<file path="src/hw/rtl/dtdc_pkg.sv">
// ----------------------------------------------------------------------------
// dtdc_pkg
// Payload types and calendar tables for the date to day count block.
// ----------------------------------------------------------------------------
package dtdc_pkg;

  // one input date
  typedef struct packed {
    logic [4:0]  day;
    logic [3:0]  month;
    logic [11:0] year;
  } dtdc_in_t;

  // one result
  typedef struct packed {
    logic        valid_res;
    logic [8:0]  day_of_year;
    logic [19:0] serial_day;
    logic [2:0]  weekday;
  } dtdc_out_t;

  // reciprocal for division by 100, exact for inputs below 43699
  localparam int unsigned DIV100_MUL = 5243;

  // days in a month, zero for month codes that mean nothing
  function automatic logic [4:0] month_len(input logic [3:0] m, input logic leap);
    logic [4:0] len;
    case (m)
      4'd1, 4'd3, 4'd5, 4'd7, 4'd8, 4'd10, 4'd12: len = 5'd31;
      4'd4, 4'd6, 4'd9, 4'd11:                    len = 5'd30;
      4'd2:                                       len = leap ? 5'd29 : 5'd28;
      default:                                    len = 5'd0;
    endcase
    return len;
  endfunction

  // days before the first of a month in a common year
  function automatic logic [8:0] days_before(input logic [3:0] m);
    logic [8:0] n;
    case (m)
      4'd1:    n = 9'd0;
      4'd2:    n = 9'd31;
      4'd3:    n = 9'd59;
      4'd4:    n = 9'd90;
      4'd5:    n = 9'd120;
      4'd6:    n = 9'd151;
      4'd7:    n = 9'd181;
      4'd8:    n = 9'd212;
      4'd9:    n = 9'd243;
      4'd10:   n = 9'd273;
      4'd11:   n = 9'd304;
      4'd12:   n = 9'd334;
      default: n = 9'd0;
    endcase
    return n;
  endfunction

  // month term of the weekday formula, floor(23 * m / 9)
  function automatic logic [4:0] month_term(input logic [3:0] m);
    logic [4:0] t;
    case (m)
      4'd1:    t = 5'd2;
      4'd2:    t = 5'd5;
      4'd3:    t = 5'd7;
      4'd4:    t = 5'd10;
      4'd5:    t = 5'd12;
      4'd6:    t = 5'd15;
      4'd7:    t = 5'd17;
      4'd8:    t = 5'd20;
      4'd9:    t = 5'd23;
      4'd10:   t = 5'd25;
      4'd11:   t = 5'd28;
      4'd12:   t = 5'd30;
      default: t = 5'd0;
    endcase
    return t;
  endfunction

  // year divided by 100 through a reciprocal multiply
  function automatic logic [5:0] div100(input logic [11:0] x);
    logic [24:0] p;
    p = 25'(x) * 25'(DIV100_MUL);
    return p[24:19];
  endfunction

  // remainder by 7: fold octal digits, since 8 is 1 mod 7
  function automatic logic [2:0] mod7(input logic [12:0] x);
    logic [5:0] s1;
    logic [3:0] s2;
    s1 = 6'(x[2:0]) + 6'(x[5:3]) + 6'(x[8:6]) + 6'(x[11:9]) + 6'(x[12]);
    s2 = 4'(s1[5:3]) + 4'(s1[2:0]);
    return (s2 >= 4'd7) ? 3'(s2 - 4'd7) : s2[2:0];
  endfunction

endpackage

</file>
<file path="src/hw/rtl/date_to_day_count.sv">
// ----------------------------------------------------------------------------
// date_to_day_count
// A date accepted into the input register is answered from the result register
// by a result strobe that is high for one cycle.
// Throughput: one date per clock; busy is low whenever reset is released.
// The input register and the result register frame one pass of table lookups,
// two reciprocal multiplies and the day sums; the receiver cannot stall.
// Reset (rst_n low, synchronous) clears both valid stages and holds busy high.
// ----------------------------------------------------------------------------
module date_to_day_count
  import dtdc_pkg::*;
#(
  parameter int BASE_YEAR = 1900,
  parameter int MAX_YEAR  = 4095
) (
  input  logic      clk,
  input  logic      rst_n,
  input  logic      start,
  input  dtdc_in_t  in_data,
  output logic      busy,
  output logic      out_valid,
  output dtdc_out_t out_data
);

  localparam logic [11:0] BASE_Y     = 12'(BASE_YEAR);
  localparam logic [11:0] MAX_Y      = 12'(MAX_YEAR);
  localparam int          BASE_LEAPS = (BASE_YEAR - 1) / 4 - (BASE_YEAR - 1) / 100
                                     + (BASE_YEAR - 1) / 400;
  localparam logic [20:0] BASE_LEAPS_W = 21'(BASE_LEAPS);

  logic      in_vld_r;
  dtdc_in_t  in_r;
  logic      out_valid_r;
  dtdc_out_t out_r;
  dtdc_out_t out_nxt;

  logic [4:0]  d;
  logic [3:0]  m;
  logic [11:0] y;
  logic [11:0] ym1;
  logic [5:0]  qa;
  logic [5:0]  qb;
  logic [5:0]  qyy;
  logic [9:0]  yy4;
  logic        cent;
  logic        leap;
  logic        early;
  logic        ok;
  logic [4:0]  mlen;
  logic [8:0]  doy;
  logic [9:0]  lym1;
  logic [12:0] wsum;
  logic [20:0] serial;

  // no accept while in reset
  assign busy = !rst_n;

  // transfer valid bits
  always_ff @(posedge clk) begin
    if (!rst_n) begin
      in_vld_r    <= 1'b0;
      out_valid_r <= 1'b0;
    end else begin
      in_vld_r    <= start && !busy;
      out_valid_r <= in_vld_r;
    end
  end

  // payload registers
  always_ff @(posedge clk) begin
    if (start && !busy) begin
      in_r <= in_data;
    end
    out_r <= out_nxt;
  end

  // leap year, century and date validity detection
  always_comb begin
    d     = in_r.day;
    m     = in_r.month;
    y     = in_r.year;
    ym1   = y - 12'd1;
    qa    = div100(y);
    qb    = div100(ym1);
    // the quotient steps exactly when the year is a multiple of 100
    cent  = (qa != qb);
    leap  = (y[1:0] == 2'b00) && (!cent || (qa[1:0] == 2'b00));
    early = (m < 4'd3);
    mlen  = month_len(m, leap);
    ok    = (y >= BASE_Y) && (y <= MAX_Y) && (m != 4'd0) && (m <= 4'd12) &&
            (d != 5'd0) && (d <= mlen);
  end

  // day of year and serial count
  always_comb begin
    doy    = 9'(d) + days_before(m) + ((leap && !early) ? 9'd1 : 9'd0);
    lym1   = 10'(ym1[11:2]) - 10'(qb) + 10'(qb[5:2]);
    serial = 21'(doy) + 21'(y - BASE_Y) * 21'd365 + 21'(lym1) - BASE_LEAPS_W;
  end

  // weekday, Sunday is zero
  always_comb begin
    qyy  = early ? qb : qa;
    yy4  = early ? ym1[11:2] : y[11:2];
    wsum = 13'(month_term(m)) + 13'(d) + 13'(y) - (early ? 13'd0 : 13'd2) + 13'd4 +
           13'(yy4) - 13'(qyy) + 13'(qyy[5:2]);
  end

  // result, zeroed for an invalid date
  always_comb begin
    if (ok) begin
      out_nxt.valid_res   = 1'b1;
      out_nxt.day_of_year = doy;
      out_nxt.serial_day  = serial[19:0];
      out_nxt.weekday     = mod7(wsum);
    end else begin
      out_nxt = '0;
    end
  end

  assign out_valid = out_valid_r;
  assign out_data  = out_r;

endmodule

</file>
<file path="config.mk">
export PLATFORM = sky130hd
export DESIGN_NAME = date_to_day_count
export DESIGN_NICKNAME = d
export VERILOG_FILES = /design/src/hw/rtl/dtdc_pkg.sv /design/src/hw/rtl/date_to_day_count.sv
export SDC_FILE = /design/constraint.sdc
export NUM_CORES = 1
export LEC_CHECK = 0
export ABC_AREA = 1
export BUFFER_PORTS_ARGS = -buffer_cell sky130_fd_sc_hd__buf_4
export CAP_MARGIN = 20
export CORE_MARGIN = 10
export CORE_UTILIZATION = 30
export CTS_BUF_LIST = sky130_fd_sc_hd__clkbuf_2
export DETAILED_ROUTE_END_ITERATION = 6
export GPL_TIMING_DRIVEN = 0
export PLACE_DENSITY = 0.57
export SYNTH_ARGS = -nofsm -noshare
export SYNTH_HDL_FRONTEND = slang
export SYNTH_SLANG_ARGS = --single-unit
</file>
<file path="constraint.sdc">
create_clock -name clk -period 24.3 [get_ports clk]
set_clock_uncertainty 0.15 [all_clocks]
set_input_delay 2.43 -clock clk [delete_from_list [all_inputs] [get_ports clk]]
set_output_delay 2.43 -clock clk [all_outputs]
set_load 0.05 [all_outputs]
</file>
==> metrics <==
input/output buffers 58; crit path from y[1]$_DFFE_PP_; CP arrival 15.55 ns; core area approximately 0.05 mm^2; Final min period between 15 and 20 ns; Mapped Nets between 2000 and 2500; worst r2r dst out_data[0]$_SDFF_PN0_; worst slew pin tran 1.099 ns; Max Clk Rate around 66 MHz; CP Launch Type register; Num CTS Buffers 9; number of setup buffers added after CTS 0; clock-pin slew on the worst setup and hold paths 0.23 ns; Layout fillers about 5200; vias in the first global route 11820; ANT nets after route 0; Resize count post-CTS 0; H-tree lvl count 3; Simple-Gate Fraction of Synth Area roughly 14%; Area growth syn-to-layout 9.659%; Synth async-reset ratio 0%; Worst setup EP type register; RR Startpoint y[1]$_DFFE_PP_; grt ovf 0; fin. max-slew vios 0; R2R depth 59; Tcrit/Tclk final a little over 60%; synth warn 0; status finished clean; Final Hold Fails 0; CP max FO 13; HP Class reg -> reg; CP Data Required Time 24.71 ns; Pre-antenna DRT Iters 5; global placement routability congestion 0.8837; Syn Inst Count 1835; global-route wire length before repair 58420 um; Slew HR roughly a quarter; largest family of logic cells by synthesized area adder cells; reg2reg setup slack 9.16 ns; std cell rows 81; final setup vio count 0; initial antenna violation count 1; post-synthesis sequential area ratio 10.60%; Synth Area in XOR/XNOR under 10%; drt wl/cell roughly 14 um; clock buffer depth 2; unrepaired setup endpoints after global routing false; multi-input logic area 0.01148 mm^2; synthesized area per cell between 8 and 9 um^2; mapped cell area approximately 0.015 mm^2; starting density of the core 30.48%; vias per cell roughly 4.4; Worst Path Class, Setup reg -> reg; Distinct cells, synth 45; CP peak stage delay 0.99 ns; crit path capture out_data[0]$_SDFF_PN0_; FF/Latch Area approximately 0.0016 mm^2; Primary FF master, synth dfxtp_1; # IOs 59; Die H 243.7 um; DRC Markers 0; slowest stage cell, crit path edfxtp_1; total wire length 35410 um; post-synthesis adder-cell area fraction 51.92%; Max-cap violations 0; Post-synth EDFFs 21; Synth Area in Compound Gates under 10%; clk sinks 69; die area 0.05939 mm^2; Vias 11400; proportion of layout cells with a drive suffix above 1 5.759%; width of the die about 240 um; sum of negative setup slack 0 ns; flops & latches, synth 69; Clock Latency Late Sink 0.63 ns; CTS tree yes; largest net degree at the start of global routing 22; Global Route Usage Sum 12.13%; NumNets Final 2435; initial drt markers between 400 and 500; hold-fix buffers at CTS 0; clk root buf clkbuf_2; multiplexer share of the synthesized area 0%; Post-DP HPWL 31960 um
-- logic make-up (layout without fill, tap and decap cells) --
kind of cell / after synthesis / after routing
fa+ha+maj: 506 / 506
xor+xnor: 70 / 70
flops: 69 / 69
simple gates: 499 / 499
compound gates: 180 / 180
buf+inv: 511 / 586
other cells: 0 / 1
-- worst min-delay path by stage --
| stage | from | endpoint | slack (ns) | cells after the start |
|---|---|---|---|---|
| 2_1_floorplan | in_vld_r$_SDFF_PN0_ | out_valid$_SDFF_PN0_ | 0.24 | 2 |
| 3_5_place_dp | in_vld_r$_SDFF_PN0_ | out_valid$_SDFF_PN0_ | 0.25 | 2 |
| 6_report | in_vld_r$_SDFF_PN0_ | out_valid$_SDFF_PN0_ | 0.28 | 2 |
| 4_1_cts | in_vld_r$_SDFF_PN0_ | out_valid$_SDFF_PN0_ | 0.29 | 2 |
| 3_3_place_gp | in_vld_r$_SDFF_PN0_ | out_valid$_SDFF_PN0_ | 0.24 | 2 |
| 5_1_grt | in_vld_r$_SDFF_PN0_ | out_valid$_SDFF_PN0_ | 0.30 | 2 |
-- cells in the mapped netlist (all sizes together), types with 6 or more instances --
cell | instances | share of area (%)
xor2 | 49 | 2.9
edfxtp | 21 | 4.2
o21bai | 13 | 0.68
ha | 311 | 26
nor3 | 11 | 0.40
nor2 | 111 | 3.0
a21oi | 85 | 2.9
fa | 195 | 26
nand3 | 36 | 1.3
xnor2 | 21 | 1.2
nand2 | 315 | 7.9
nand4 | 18 | 0.79
o21ai | 59 | 2.0
dfxtp | 48 | 6.4
buf | 6 | 0.33
inv | 502 | 13
-- cell type report --
cell class                 count  share of cell area, %
sequential                    69                  9.667
antenna                        1                0.01520
tap                          664                  5.046
inverter                     503                  11.47
timing repair buffer          59                  2.690
clock inverter                 7                 0.7448
multi-input combinational   1255                  69.74
buffer                         8                 0.3496
clock buffer                   9                 0.2736
-- worst max-delay path: cells and delay by family, from the launching register on --
kind | cells | cell delay [ns]
fa+ha+maj | 19 | 7.62
compound gates | 6 | 1.79
simple gates | 16 | 1.77
xor+xnor | 6 | 1.45
buf+inv | 12 | 1.32
flops | 1 | 0.99
-- placed cells by master, fill, tap and decap left out, types with 3 or more instances in the layout --
master	count
bufinv_16	3
buf_4	62
o21ai_0	54
xor2_1	49
nand2_2	3
a21oi_1	83
fa_1	195
o21a_1	5
xnor2_1	21
o21ai_2	3
o211ai_1	3
edfxtp_1	21
nor3_1	10
nand3_1	34
inv_1	499
nor2_1	103
nand4_1	17
a21o_1	4
a31oi_1	3
nand2_1	312
or2_2	4
inv_2	3
clkbuf_2	9
ha_1	311
o21bai_1	12
nor2_2	6
dfxtp_1	48
-- per-stage QoR --
step                instances  utilization (%)  worst slack, ns  hold slack, ns  area, um^2
floorplan                1835                -            11.58          0.2400       15010
global placement         2557            33.05            9.498          0.2430       16280
detailed placement       2557            33.06            9.241          0.2547       16290
CTS                      2573            33.40            9.126          0.2882       16450
global route             2575            33.42            8.154          0.3002       16460
finish                   2575            33.42            9.164          0.2821       16460
-- metal layers --
layer | vias to the layer above | wire length [um] | global-route usage [%]
met5 | - | 0 | 0
met4 | 0 | 713 | 3.032
met3 | 37 | 1404 | 1.740
met2 | 178 | 16460 | 20.52
met1 | 5423 | 16830 | 15.91
li1 | 5763 | - | -
Power is not shown: default switching activity piles up to over one toggle a cycle in this logic, so the estimate is an artifact.
